<file path="src/design/apu_pkg.sv">
package apu_pkg;

    localparam int BYTE_W          = 8;
    localparam int NUM_CH          = 4;
    localparam int PIX_W           = BYTE_W * NUM_CH;
    localparam int CFG_W           = 11;
    localparam int APB_DW          = 32;
    localparam int APB_AW          = 3;
    localparam int DEF_MAX_WIDTH   = 1024;
    localparam int RST_IMAGE_WIDTH = 1024;

    // register index, taken from paddr[2]
    localparam logic REG_IMAGE_WIDTH = 1'b0;

    typedef logic [BYTE_W-1:0] t_byte;
    typedef logic [PIX_W-1:0]  t_pixel;

    // where the current pixel sits in the frame
    typedef struct packed {
        logic first_row;
        logic col_zero;
    } t_pos;

endpackage

</file>
<file path="src/design/apu_recon.sv">
module apu_recon (
    input  apu_pkg::t_pixel i_filt,
    input  apu_pkg::t_pixel i_above,
    input  apu_pkg::t_pixel i_left,
    input  apu_pkg::t_pos   i_pos,
    output apu_pkg::t_pixel o_pixel
);
    import apu_pkg::*;

    always_comb begin
        t_byte             x, a, l;
        logic [BYTE_W:0]   sum;
        o_pixel = '0;
        for (int k = 0; k < NUM_CH; k++) begin
            x   = i_filt[k*BYTE_W +: BYTE_W];
            a   = i_above[k*BYTE_W +: BYTE_W];
            l   = i_left[k*BYTE_W +: BYTE_W];
            sum = {1'b0, a} + {1'b0, l};
            // first pixel of a frame has no predictor and passes as is
            priority if (i_pos.first_row && i_pos.col_zero) begin
                o_pixel[k*BYTE_W +: BYTE_W] = x;
            end else if (i_pos.first_row) begin
                o_pixel[k*BYTE_W +: BYTE_W] = l - x;
            end else if (i_pos.col_zero) begin
                o_pixel[k*BYTE_W +: BYTE_W] = a - x;
            end else begin
                o_pixel[k*BYTE_W +: BYTE_W] = sum[BYTE_W:1] - x;
            end
        end
    end

endmodule
</file>
<file path="config.mk">
export PLATFORM = sky130hd
export DESIGN_NAME = apu_recon
export DESIGN_NICKNAME = d
export VERILOG_FILES = /design/src/design/apu_pkg.sv /design/src/design/apu_recon.sv
export SDC_FILE = /design/constraint.sdc
export NUM_CORES = 1
export LEC_CHECK = 0
export ABC_AREA = 1
export BUFFER_PORTS_ARGS = -buffer_cell sky130_fd_sc_hd__buf_2
export CAP_MARGIN = 20
export CORE_AREA = 2 2 110 69
export DETAILED_ROUTE_END_ITERATION = 16
export DIE_AREA = 0 0 112 71
export GPL_ROUTABILITY_DRIVEN = 0
export GPL_TIMING_DRIVEN = 0
export PLACE_DENSITY = 0.93
export SYNTH_ARGS = -nofsm -noshare
export SYNTH_HDL_FRONTEND = slang
export SYNTH_SLANG_ARGS = --single-unit
</file>
<file path="constraint.sdc">
create_clock -name vclk -period 3.3
set_input_delay 0.33 -clock vclk [all_inputs]
set_output_delay 0.33 -clock vclk [all_outputs]
set_load 0.05 [all_outputs]
</file>
Word-level counts from Yosys, hierarchy flattened
Index checks and enable logic that the tools add are counted.
{"block": "classes", "add_sub_neg": 16, "n_mux": 12, "n_reduce_logical": 1}
{"op": "8-bit two-way mux", "n": 12}
{"op": "8-bit subtractor", "n": 12}
{"op": "8-bit by 8-bit adder with 9-bit output", "n": 4}
{"op": "1-bit logical AND", "n": 1}
{"block": "word_totals", "reg_bits": 0, "in_bits": 98, "out_inout_bits": 32, "elab_cells": 29}

Longest topological paths before layout
{"block": "logic_depth", "depth_word": 5, "mapped_depth": 21, "mapped_depth_nobuf": 21}

Worst setup path before layout
No wires, ideal clock.
{"block": "synth_path", "path_type": "input-to-output", "from": "input port i_above[8]", "to": "output port o_pixel[12]", "arrival_ps": 3278, "required_time_ps": 2970, "setup_slack_ps": -308, "cell_stages": 16, "n_path_buf": 0, "cell_sequence": "nand2_1 -> inv_1 -> fa_1 -> nand2_1 -> nand2_1 -> and2_1 -> inv_1 -> or2_0 -> nand3_1 -> o211ai_1 -> nand2_1 -> ha_1 -> a21o_1 -> a31oi_1 -> xor2_1 -> o21ai_0"}
{"block": "synth_between", "elab_chain_len": 5, "elab_cells_between_ends": 6, "cone_classes": "add/sub (3); mux (3)"}
{"item": "from (decl)", "line": "apu_recon.sv:3", "source": "input apu_pkg::t_pixel i_above,"}
{"item": "8-bit by 8-bit adder with 9-bit output", "line": "apu_recon.sv:18", "source": "sum = {1'b0, a} + {1'b0, l};"}
{"item": "8-bit subtractor", "line": "apu_recon.sv:27", "source": "o_pixel[k*BYTE_W +: BYTE_W] = sum[BYTE_W:1] - x;"}
{"item": "8-bit two-way mux (*)", "line": "apu_recon.sv:24", "source": "end else if (i_pos.col_zero) begin"}
{"item": "8-bit two-way mux (*)", "line": "apu_recon.sv:22", "source": "end else if (i_pos.first_row) begin"}
{"item": "8-bit two-way mux (*)", "line": "apu_recon.sv:20", "source": "priority if (i_pos.first_row && i_pos.col_zero) begin"}
{"item": "to (decl)", "line": "apu_recon.sv:6", "source": "output apu_pkg::t_pixel o_pixel"}
Every way passes the cells marked *; elsewhere a longest branch is shown, timed or not.

Final worst setup path
{"block": "layout_path", "from": "input port i_left[8]", "to": "output port o_pixel[15]"}
{"block": "layout_between", "elab_chain_len": 5, "elab_cells_between_ends": 6, "cone_classes": "add/sub (3); mux (3)"}
{"item": "from (decl)", "line": "apu_recon.sv:4", "source": "input apu_pkg::t_pixel i_left,"}
{"item": "8-bit by 8-bit adder with 9-bit output", "line": "apu_recon.sv:18"}
{"item": "8-bit subtractor", "line": "apu_recon.sv:27"}
{"item": "8-bit two-way mux", "line": "apu_recon.sv:24"}
{"item": "8-bit two-way mux (*)", "line": "apu_recon.sv:22"}
{"item": "8-bit two-way mux (*)", "line": "apu_recon.sv:20"}
Marked as above.

==> impl_results.md <==
* Worst hold endpoint: o_pixel[31]
* Met3 usage at 2.66%
* Fin Hold WS at 1.00 ns
* Detail Placement HPWL at 9770 um
* Status: completed
* Diode count at 0
* Seq/Total Area, Yosys at 0%
* Simple-gate share of the synthesized area at 42.8%
* Max Slew Vio Count at 0
* GR Util met2 at 48.4%
* Vias at around 5000
* Syn nets at slightly above 800
* Adder and majority gate portion of the synthesized area at 24.0%
* RSZ-0062 raised after global routing: yes
* Most common cell after layout, fill and taps aside: nand2_1
* Yosys top cell area share at 22.3%
* Total Power at 0.00139 W
* Syn Area/Cell at about 5.4 sq um
* Worst Max-Slew Pin Slew at 0.706 ns
* Critical path cell sequence: buf_2 > nand2_2 > inv_1 > fa_2 > nand2_2 > nand2_1 > and2_4 > nand2_1 > nand3_1 > nand2_1 > nand3_2 > a21oi_4 > ha_4 > nand2_2 > inv_1 > a21oi_1 > nand2_1 > nand3_1 > nand3_1 > nand2_1 > nand2_1 > buf_6
* Area Growth Syn to Fin at 35.3%
* FF+latch count at 0
* Critical Path Sink Type: output pin
* Nets at 980
* Register area at 0 sq um
* Relative slew margins at 52.9%
* Dpl cells at between 800 and 900
* Number of port buffers at 130
* Die span in y at 71 um
* Grt met1 use at a little over two fifths
* Number of global-route vias before repair at about 4200
* Final Core Density at between 60% and 70%
* Power per cell area at 286 nW/um^2
* Main combinational cell family by area after synthesis: simple AND/OR/NAND/NOR gates
* Clock Buffer Count at 0
* Number of DRC markers in iteration 0 at around 440
* Critical Path Most Common Cell: nand2_1
* Hold Startpoint: i_filt[31]
* Post-synthesis mux area share at 0%
* Yosys top cell by area: nand2_1
* Worst EP arrival at 2.89 ns
* Hold Path Depth at 4
* Final worst path period need at between 3 and 4 ns
* Setup-failing EPs final at 0
* Routed WL per cell at 14.4 um
* Post-DRT Antenna Nets at 0
* Netlist Area Pre-Place at approximately 3600 sq um
* Synth Warn # at 0
* Peak fanout along the critical path at 4
* Vias per std cell at 5.53
* Overall Global Routing Usage at 29.4%
* Largest net degree at the start of global routing at 11
* Total wire length at 13000 um
* HP Class: input pin to output pin
* DRT Pass-1 Iters at 5
* Grt peak-use layer: met2
* Antenna violations before repair at 0
* Total congestion overflow at 0
* Cells after synthesis at 667
* Die W at 112 um
* Max cap viols at 0
* WP data required at 2.97 ns
* WS Path Type: input pin to output pin
* Leakage at between 2 and 3 nW
* Largest cells by area after synthesis: nand2_1 22%, ha_1 20%, a21oi_1 9.5%
* Share of layout cells above drive strength 1 at 29.7%
* Worst IR Drop VDD at roughly 0.00025 V
* Compound-gate portion of the synthesized area at 18.8%
* Row count at 24
* Crit share post-route at a little over nine tenths
* Finished Layout Cells at 907
* Core Footprint at about 7000 sq um
* First-pass GRT wire length at 19700 um
* Hold buffers post-CTS at 0
* Fraction of synthesized cell area in xor and xnor cells at a little under 3%
* Critical path origin: i_left[8]
* I/O pin count at 130
* Critical Path Source Type: input pin
* Initial Util at 51.1%
* FMAX at roughly 310 MHz
* DRC errors left at 0
* Yosys cell types at 31
* Commonest non-fill, non-tap cells in the layout: 196 x nand2_1, 126 x buf_2, 79 x inv_1
* Slowest CP cell: fa_2
* Max incr delay on CP at 0.36 ns
* Die area at around 8000 sq um
* Hold Vio Cnt, Final at 0
-- timing repair --
action                     4_1_cts  5_1_grt
pin swaps                        4       43
setup endpoints to repair        3       17
resized for setup                8      106
setup buffers                    5       14
-- layout make-up --
cell class | instances | area (sq um)
multi-input cells | 564 | 3460
repair buffers | 149 | 867
inverters | 85 | 319
plain buffers | 18 | 96.3
fillers | 631 | 2170
well taps | 91 | 114
-- power breakdown --
group	internal [W]	total, W	switching, W
Clock	0	0	0
Combinational	0.000500	0.00139	0.000887
Sequential	0	0	0
Total	0.000500	0.00139	0.000887
-- worst max-delay path, delay by kind of cell --
| family | cells | cell delay (ns) |
|---|---|---|
| AND/OR/NAND/NOR | 14 | 1.21 |
| buffers and inverters | 4 | 0.37 |
| AO/OA/AOI/OAI | 2 | 0.38 |
| adder cells (fa/ha/maj) | 2 | 0.59 |
-- synthesized netlist by cell type, types with 2 or more instances --
master and count:
o22ai_1 4, nand2_1 213, o21a_1 3, nand4_1 9
nand3_1 56, ha_1 56, a21o_1 6, clkbuf_1 6
nor2_1 54, or2_0 3, buf_2 10, a31oi_1 4
xor2_1 8, nand3b_1 9, xnor2_1 4, inv_1 82
inv_2 3, o21ai_0 36, a21oi_1 68, or2_1 2
or2_2 14, fa_1 8
-- how the worst max path moves through the flow --
stage,end,slack (ns),cells past startpoint
final,o_pixel[15],0.08,22
after global routing,o_pixel[15],-0.07,22
after CTS,o_pixel[6],0.003,20
after detailed placement,o_pixel[14],-0.08,20
after global placement,o_pixel[14],-0.02,20
after floorplan,o_pixel[27],0.01,11
-- routing by layer --
metal / part of all wire (%) / up-vias
li1: - / 2493
met1: 44 / 2227
met2: 44 / 280
met3: 11 / 20
met4: 1.2 / 0
met5: 0 / -
-- kinds of logic after synthesis --
logic type	after synthesis
buffers and inverters	103
AND/OR/NAND/NOR	362
adder cells (fa/ha/maj)	64
AO/OA/AOI/OAI	126
XOR/XNOR	12
-- stage by stage --
step	setup slack (ns)	TNS (ns)	instance area, sq um
6_report	0.0813	0	4860
5_1_grt	-0.0740	-0.200	4860
4_1_cts	0.00342	0	4420
3_5_place_dp	-0.0843	-0.200	4350
3_3_place_gp	-0.0197	-0.0243	4350
2_1_floorplan	0.0104	0	3590
No activity file was read; power rests on OpenSTA's default activity.
