===== src/design/apu_pkg.sv =====
package apu_pkg;

    localparam int BYTE_W          = 8;
    localparam int NUM_CH          = 4;
    localparam int PIX_W           = BYTE_W * NUM_CH;
    localparam int CFG_W           = 11;
    localparam int APB_DW          = 32;
    localparam int APB_AW          = 3;
    localparam int DEF_MAX_WIDTH   = 1024;
    localparam int RST_IMAGE_WIDTH = 1024;

    // register index, taken from paddr[2]
    localparam logic REG_IMAGE_WIDTH = 1'b0;

    typedef logic [BYTE_W-1:0] t_byte;
    typedef logic [PIX_W-1:0]  t_pixel;

    // where the current pixel sits in the frame
    typedef struct packed {
        logic first_row;
        logic col_zero;
    } t_pos;

endpackage


===== src/design/apu_ctrl.sv =====
module apu_ctrl #(
    parameter int MAX_WIDTH = apu_pkg::DEF_MAX_WIDTH,
    parameter int CNT_W     = $clog2(MAX_WIDTH)
) (
    input  logic                       i_clk,
    input  logic                       i_rst_n,
    input  logic                       i_accept,
    input  logic                       i_frame_start,
    input  logic [apu_pkg::CFG_W-1:0]  i_image_width,
    output logic [CNT_W-1:0]           o_col,
    output apu_pkg::t_pos              o_pos
);
    import apu_pkg::*;

    localparam int CMP_W = (CFG_W > CNT_W + 1) ? CFG_W : CNT_W + 1;

    logic [CNT_W-1:0] r_col, n_col;
    logic             r_first, n_first;
    logic [CMP_W-1:0] cfg_ext, eff_w, col_pre_ext, nxt_col;
    logic [CNT_W-1:0] col_pre, col_cur;
    logic             first_pre, first_cur, wrap;

    always_comb begin
        cfg_ext = CMP_W'(i_image_width);
        if (cfg_ext == '0) begin
            eff_w = CMP_W'(1);
        end else if (cfg_ext > CMP_W'(MAX_WIDTH)) begin
            eff_w = CMP_W'(MAX_WIDTH);
        end else begin
            eff_w = cfg_ext;
        end

        col_pre     = i_frame_start ? '0 : r_col;
        first_pre   = i_frame_start | r_first;
        col_pre_ext = CMP_W'(col_pre);
        // width lowered under the current column: start a new row
        wrap        = (col_pre_ext >= eff_w);
        col_cur     = wrap ? '0 : col_pre;
        first_cur   = wrap ? 1'b0 : first_pre;

        nxt_col = CMP_W'(col_cur) + CMP_W'(1);
        if (nxt_col >= eff_w) begin
            n_col   = '0;
            n_first = 1'b0;
        end else begin
            n_col   = nxt_col[CNT_W-1:0];
            n_first = first_cur;
        end
    end

    always_ff @(posedge i_clk) begin
        if (!i_rst_n) begin
            r_col   <= '0;
            r_first <= 1'b1;
        end else if (i_accept) begin
            r_col   <= n_col;
            r_first <= n_first;
        end
    end

    assign o_col           = col_cur;
    assign o_pos.first_row = first_cur;
    assign o_pos.col_zero  = (col_cur == '0);

endmodule


===== config.mk =====
export PLATFORM = sky130hd
export DESIGN_NAME = apu_ctrl
export DESIGN_NICKNAME = d
export VERILOG_FILES = /design/src/design/apu_pkg.sv /design/src/design/apu_ctrl.sv
export SDC_FILE = /design/constraint.sdc
export NUM_CORES = 1
export LEC_CHECK = 0
export BUFFER_PORTS_ARGS = -buffer_cell sky130_fd_sc_hd__clkbuf_2
export CORE_MARGIN = 2
export CORE_UTILIZATION = 50
export DETAILED_ROUTE_END_ITERATION = 6
export GPL_ROUTABILITY_DRIVEN = 1
export PLACE_DENSITY = 0.76
export SLEW_MARGIN = 30
export SYNTH_ARGS = -nofsm -noshare
export SYNTH_HDL_FRONTEND = slang
export SYNTH_SLANG_ARGS = --single-unit

===== constraint.sdc =====
create_clock -name i_clk -period 4.8 [get_ports i_clk]
set_clock_uncertainty 0.2 [all_clocks]
set_input_delay 0.72 -clock i_clk [delete_from_list [all_inputs] [get_ports i_clk]]
set_output_delay 0.72 -clock i_clk [all_outputs]
set_load 0.005 [all_outputs]

# Yosys cells after proc, flatten, opt, wreduce, memory -nomap -nowiden
# Index checks and enable logic that the tools add are counted.
# classes
n_reduce_logical	2
addsub	1
magnitude_cmp	3
n_bitwise	1
mux	7
# op_table
operator	count
$mux 10	3
$mux 11	2
$add 10x1->11 const B	1
$ge 10x11->1	1
$ge 11x11->1	1
$gt 11x11->1 const B	1
$logic_not 11->1	1
$logic_not 10->1	1
$mux 1	2
$or 1x1->1	1
# word_totals
elab_cells	16
reg_bits	11
in_bits	15

# Logic depth before layout (Yosys ltp)
# depth
ltp_word	8
depth_mapped	23
depth_no_buf	21

# Least setup slack after synthesis
# No wires, ideal clock.
# synth_path
kind	input port to flip-flop
start	input i_image_width[6] (netlist bit)
end	register r_col[2]
arrival_time_ps	4501
n_path_buf	1
t_required_ps	4524
path_slack_ps	23
stages	21
setup_ps	76
cell_sequence	nor4_1 -> a31oi_1 -> nor2_1 -> ha_1 -> nand2b_1 -> a31oi_1 -> o32a_1 -> o21ai_1 -> buf_2 -> nor2_1 -> ha_1 -> and3_4 -> nand3_2 -> xnor2_1 -> nor2_1 -> ha_1 -> a21o_1 -> a211o_1 -> a41o_1 -> or4_1 -> a31oi_1
# synth_between
elab_chain_cells	8
elab_cells_between_ends	9
classes_between	add/sub (1); order compare (3); mux (4); reduce/logical (1)
# synth_lines
element	line	source
from (decl)	apu_ctrl.sv:9	input logic [apu_pkg::CFG_W-1:0] i_image_width,
$gt 11x11->1	apu_ctrl.sv:27	end else if (cfg_ext > CMP_W'(MAX_WIDTH)) begin
$mux 11	apu_ctrl.sv:27	
$mux 11 (*)	apu_ctrl.sv:25	if (cfg_ext == '0) begin
$ge 10x11->1 (*)	apu_ctrl.sv:37	wrap = (col_pre_ext >= eff_w);
$mux 10 (*)	apu_ctrl.sv:38	col_cur = wrap ? '0 : col_pre;
via o_col[0]	apu_ctrl.sv:10	output logic [CNT_W-1:0] o_col,
$add 10x1->11 (*)	apu_ctrl.sv:41	nxt_col = CMP_W'(col_cur) + CMP_W'(1);
$ge 11x11->1	apu_ctrl.sv:42	if (nxt_col >= eff_w) begin
$mux 10 (*)	apu_ctrl.sv:42	
to (signal assigned)	apu_ctrl.sv:56	r_col <= n_col;
to (decl)	apu_ctrl.sv:17	logic [CNT_W-1:0] r_col, n_col;
# The timed path passes the listed nets; every way through them passes the cells marked *.
# A chain may end at the register's enable or synchronous reset.

# Worst setup path in the final report
# layout_path
start	input i_frame_start
end	register r_col[2]
# layout_between
elab_chain_cells	6
# layout_lines
element	line	source
from (decl)	apu_ctrl.sv:8	input logic i_frame_start,
$mux 10 (*)	apu_ctrl.sv:33	col_pre = i_frame_start ? '0 : r_col;
$ge 10x11->1	apu_ctrl.sv:37	
$mux 10 (*)	apu_ctrl.sv:38	
$add 10x1->11 (*)	apu_ctrl.sv:41	
$ge 11x11->1	apu_ctrl.sv:42	
$mux 10 (*)	apu_ctrl.sv:42	
# Every way passes the cells marked *; elsewhere a longest branch is shown, timed or not.

==> tab_implementation.tex <==
\begin{tabular}{lr}
\hline
Metric & Value \\
\hline
\multicolumn{2}{l}{\textbf{Outcome}} \\
Outcome & complete, no violations \\
\multicolumn{2}{l}{\textbf{GRT}} \\
Maximum number of pins on one net before global-route repair & 30 \\
Total overflow reported by the global router & 0 \\
First-pass GRT wire length & 6330 um \\
Initial antenna violation count & 0 \\
Vias in the first global route & 1428 \\
Global router's overall resource usage & 0.246 \\
\multicolumn{2}{l}{\textbf{Critical path}} \\
Reg-to-reg critical path endpoint & r\_col[2] \\
Number of cell instances on the worst register-to-register path & 19 \\
Worst setup path category & in2reg \\
Reg-to-Reg Start & r\_col[4] \\
Type of element launching the critical path & input port \\
Crit path capture type & flop \\
Internal reg-to-reg setup slack & 0.42 ns \\
Critical path required time & 4.79 ns \\
Worst endpoint data arrival time & 4.73 ns \\
Largest driver fanout on the critical path & 8 \\
\multicolumn{2}{l}{\textbf{Synthesis}} \\
Flops \& latches, synth & 11 \\
Post-synthesis area per instance & 7.43 um2 \\
Synthesized netlist net count & 220 \\
Distinct cells, synth & 46 \\
Sequential cell area fraction in the yosys report & 0.163 \\
Total of warnings raised by yosys & 0 \\
Share of flip-flops with an asynchronous set or reset after synthesis & 0 \\
Post-synthesis instance area & 0.00135 mm2 \\
Post-synth EDFFs & 0 \\
Gate count after technology mapping & 182 \\
Top\_reg\_cell synth & sky130\_fd\_sc\_hd\_\_dfxtp\_1 \\
\multicolumn{2}{l}{\textbf{Power}} \\
Total power of the final layout & 0.221 mW \\
Pint & 0.154 mW \\
Fraction of power consumed by sequential logic & 0.425 \\
Total leakage power & 0.894 nW \\
Logic pwr share & 0.295 \\
Switching component of the power & 0.0678 mW \\
Power density cells & 121 mW/mm2 \\
Fraction of power spent switching nets & 0.306 \\
Maximum vdd ir drop & 0.000215 V \\
Clock share of power & 0.280 \\
\multicolumn{2}{l}{\textbf{Cells and area}} \\
Post-layout nets & 263 \\
Final cell count without fillers & 254 \\
Post-route standard cell area excluding fillers & 0.00183 mm2 \\
Utilization of the core after routing & 0.725 \\
Fraction of layout cells with a size suffix above 1 & 0.366 \\
Number of antenna diodes & 0 \\
Layout overhead on the synthesized area & 35.2\% \\
\multicolumn{2}{l}{\textbf{Die}} \\
Die area & 0.00314 mm2 \\
Die W & 56.0 um \\
Cell Rows & 18 \\
Height of the die & 56.0 um \\
Area of the core & 0.00252 mm2 \\
Effective utilization at floorplan & 0.536 \\
Number of top-level pins & 27 \\
\multicolumn{2}{l}{\textbf{Drt}} \\
Number of routed nets with antenna violations & 0 \\
Number of vias in the routed layout & 1471 \\
Post-detailed-route via-to-cell ratio & 5.79 \\
Total wire length & 3850 um \\
Routed wire per std cell & 15.2 um \\
Initial detailed-routing violation count & 74 \\
Number of remaining DRC errors & 0 \\
1st-pass router iterations & 4 \\
\multicolumn{2}{l}{\textbf{STA}} \\
Worst-case hold slack & 0.286 ns \\
Max-slew headroom & 0.692 \\
Share of the clock period used by the worst path after layout & 0.988 \\
Setup violators final & 0 \\
Post-layout minimum cycle time & 4.74 ns \\
Number of pins with negative max-slew slack in the final report & 0 \\
Final number of hold-violating endpoints & 0 \\
Fmax & 211 MHz \\
Transition time of the tightest slew-check pin & 0.459 ns \\
\multicolumn{2}{l}{\textbf{Worst hold path}} \\
Number of stages on the worst hold path & 1 \\
Hold/Removal Path Class & reg2reg \\
Sink of the worst hold path & r\_first \\
Worst Hold Launch & r\_first \\
\multicolumn{2}{l}{\textbf{Clock tree}} \\
CTS sink count & 11 \\
Total number of H-tree levels & 1 \\
Number of buffers on the longest clock path & 2 \\
Clock tree from TritonCTS & built \\
Clock transition at the register clock pins on the worst setup and hold paths after CTS & 0.07 ns \\
Clock Tree Root & sky130\_fd\_sc\_hd\_\_clkbuf\_4 \\
Clock buffer count from CTS & 3 \\
Clock latency on the worst-skew pair & 0.26 ns \\
\multicolumn{2}{l}{\textbf{Placement}} \\
Cell Count Post-Placement & 246 \\
Port-buffer cells & 26 \\
Last weighted congestion value of the routability-driven placer & 0.858 \\
Post-Place Cell Area & 0.00160 mm2 \\
DP HPWL & 2840 um \\
\multicolumn{2}{l}{\textbf{Job}} \\
Max-capacitance violation count & 0 \\
\hline
\end{tabular}
-- flip-flops by register name, indices dropped and copies added (netlist names) --
| signal | cells |
|---|---|
| r_col | 10 |
| r_first | 1 |
-- cells in the mapped netlist (4+ instances only) --
| cell type | instances | area share |
|---|---|---|
| sky130_fd_sc_hd__ha_1 | 23 | 0.21 |
| sky130_fd_sc_hd__or3_1 | 6 | 0.028 |
| sky130_fd_sc_hd__xnor2_1 | 6 | 0.039 |
| sky130_fd_sc_hd__nor3_1 | 5 | 0.018 |
| sky130_fd_sc_hd__nand2_1 | 26 | 0.072 |
| sky130_fd_sc_hd__a21oi_1 | 10 | 0.037 |
| sky130_fd_sc_hd__nor2_1 | 19 | 0.053 |
| sky130_fd_sc_hd__o21ai_0 | 4 | 0.015 |
| sky130_fd_sc_hd__inv_1 | 7 | 0.019 |
| sky130_fd_sc_hd__nand2b_1 | 4 | 0.018 |
| sky130_fd_sc_hd__nand3_1 | 4 | 0.015 |
| sky130_fd_sc_hd__nor4_1 | 5 | 0.023 |
| sky130_fd_sc_hd__dfxtp_1 | 11 | 0.16 |
-- metrics by stage --
step / TNS (ns) / worst slack (ns)
after floorplan: 0 / 0.0234
after global placement: -0.0116 / -0.00901
after detailed placement: -1.54 / -0.200
after CTS: 0 / 0.0677
after global routing: -0.164 / -0.0762
final: 0 / 0.0577
-- what timing repair did --
item / in CTS / in global routing
setup endpoints to repair: 0 / 11
hold endpoints to repair: 0 / 0
hold buffers: 0 / 0
resized for setup: 0 / 35
buffers inserted: 0 / 4
-- per-layer routing --
metal | track usage | wire length (um) | vias up
li1 | - | - | 741
met1 | 0.320 | 1670 | 686
met2 | 0.422 | 2030 | 42
met3 | 0.0535 | 136 | 2
met4 | 0.0374 | 20 | 0
met5 | 0 | 0 | -
-- cells in the final DEF (no fill, tap or decap), types with 2 or more instances in the layout --
master and count:
sky130_fd_sc_hd__a211oi_1 2, sky130_fd_sc_hd__a21o_1 3, sky130_fd_sc_hd__a21oi_1 8, sky130_fd_sc_hd__a21oi_2 2
sky130_fd_sc_hd__a31oi_4 2, sky130_fd_sc_hd__and2_1 2, sky130_fd_sc_hd__and2b_1 2, sky130_fd_sc_hd__and3_1 2
sky130_fd_sc_hd__buf_4 20, sky130_fd_sc_hd__clkbuf_2 25, sky130_fd_sc_hd__clkbuf_4 3, sky130_fd_sc_hd__dfxtp_1 11
sky130_fd_sc_hd__ha_1 20, sky130_fd_sc_hd__ha_2 2, sky130_fd_sc_hd__inv_1 6, sky130_fd_sc_hd__inv_2 3
sky130_fd_sc_hd__inv_4 2, sky130_fd_sc_hd__nand2_1 26, sky130_fd_sc_hd__nand2b_1 2, sky130_fd_sc_hd__nand2b_4 2
sky130_fd_sc_hd__nand3_1 3, sky130_fd_sc_hd__nand3_2 2, sky130_fd_sc_hd__nand4_1 2, sky130_fd_sc_hd__nor2_1 18
sky130_fd_sc_hd__nor3_1 4, sky130_fd_sc_hd__nor3_2 2, sky130_fd_sc_hd__nor4_1 2, sky130_fd_sc_hd__nor4_4 2
sky130_fd_sc_hd__o211ai_1 3, sky130_fd_sc_hd__o21ai_0 2, sky130_fd_sc_hd__or3_1 4, sky130_fd_sc_hd__or3_4 2
sky130_fd_sc_hd__xnor2_1 4, sky130_fd_sc_hd__xnor2_2 2, sky130_fd_sc_hd__xor2_1 2
-- power by group through the flow --
stage / Combinational (mW) / Clock (mW) / Sequential (mW)
finish: 0.0654 / 0.0620 / 0.0941
global route: 0.0736 / 0.0709 / 0.0943
CTS: 0.0541 / 0.0643 / 0.0940
detailed placement: 0.0538 / 0 / 0.0962
global placement: 0.0524 / 0 / 0.0962
floorplan: 0.0327 / 0 / 0.0960
-- how the worst max path moves through the flow --
stage / start / end / slack [ns] / cells past startpoint
floorplan: i_image_width[6] / r_col[2] / 0.02 / 21
global route: i_image_width[9] / r_col[2] / -0.08 / 22
finish: i_frame_start / r_col[2] / 0.06 / 22
detailed placement: i_image_width[6] / r_col[8] / -0.20 / 23
global placement: i_image_width[6] / r_col[5] / -0.009 / 23
CTS: i_image_width[6] / r_col[2] / 0.07 / 22
-- final cells by class --
type	count	area, um2
Timing Repair Buffer	45	275
Inverter	12	50.0
Fill cell	188	694
Sequential cell	11	220
Multi-Input combinational cell	152	1220
Tap cell	30	37.5
Clock buffer	4	26.3
-- critical path, stage by stage --
cell and delay [ns]:
sky130_fd_sc_hd__clkbuf_2 0.21, sky130_fd_sc_hd__inv_4 0.10, sky130_fd_sc_hd__nand2_1 0.15, sky130_fd_sc_hd__inv_2 0.10, sky130_fd_sc_hd__ha_1 0.34, sky130_fd_sc_hd__nand2_1 0.08
sky130_fd_sc_hd__nor2_1 0.04, sky130_fd_sc_hd__a211oi_1 0.42, sky130_fd_sc_hd__o21ai_4 0.12, sky130_fd_sc_hd__nand2b_4 0.18, sky130_fd_sc_hd__inv_4 0.07, sky130_fd_sc_hd__ha_4 0.12
sky130_fd_sc_hd__and3_4 0.19, sky130_fd_sc_hd__nand3_4 0.10, sky130_fd_sc_hd__xnor2_2 0.19, sky130_fd_sc_hd__nor2_1 0.07, sky130_fd_sc_hd__ha_2 0.18, sky130_fd_sc_hd__a21o_1 0.16
sky130_fd_sc_hd__a211o_1 0.26, sky130_fd_sc_hd__a41o_1 0.23, sky130_fd_sc_hd__or4_4 0.55, sky130_fd_sc_hd__a31oi_4 0.14
-- cells by family after synthesis --
family | count (synthesis) | share of synthesized area
flops | 11 | 0.163
compound gates | 34 | 0.167
simple gates | 87 | 0.339
buf+inv | 19 | 0.0657
fa+ha+maj | 23 | 0.213
xor+xnor | 8 | 0.0518
No activity file was read; power rests on OpenSTA's default activity.
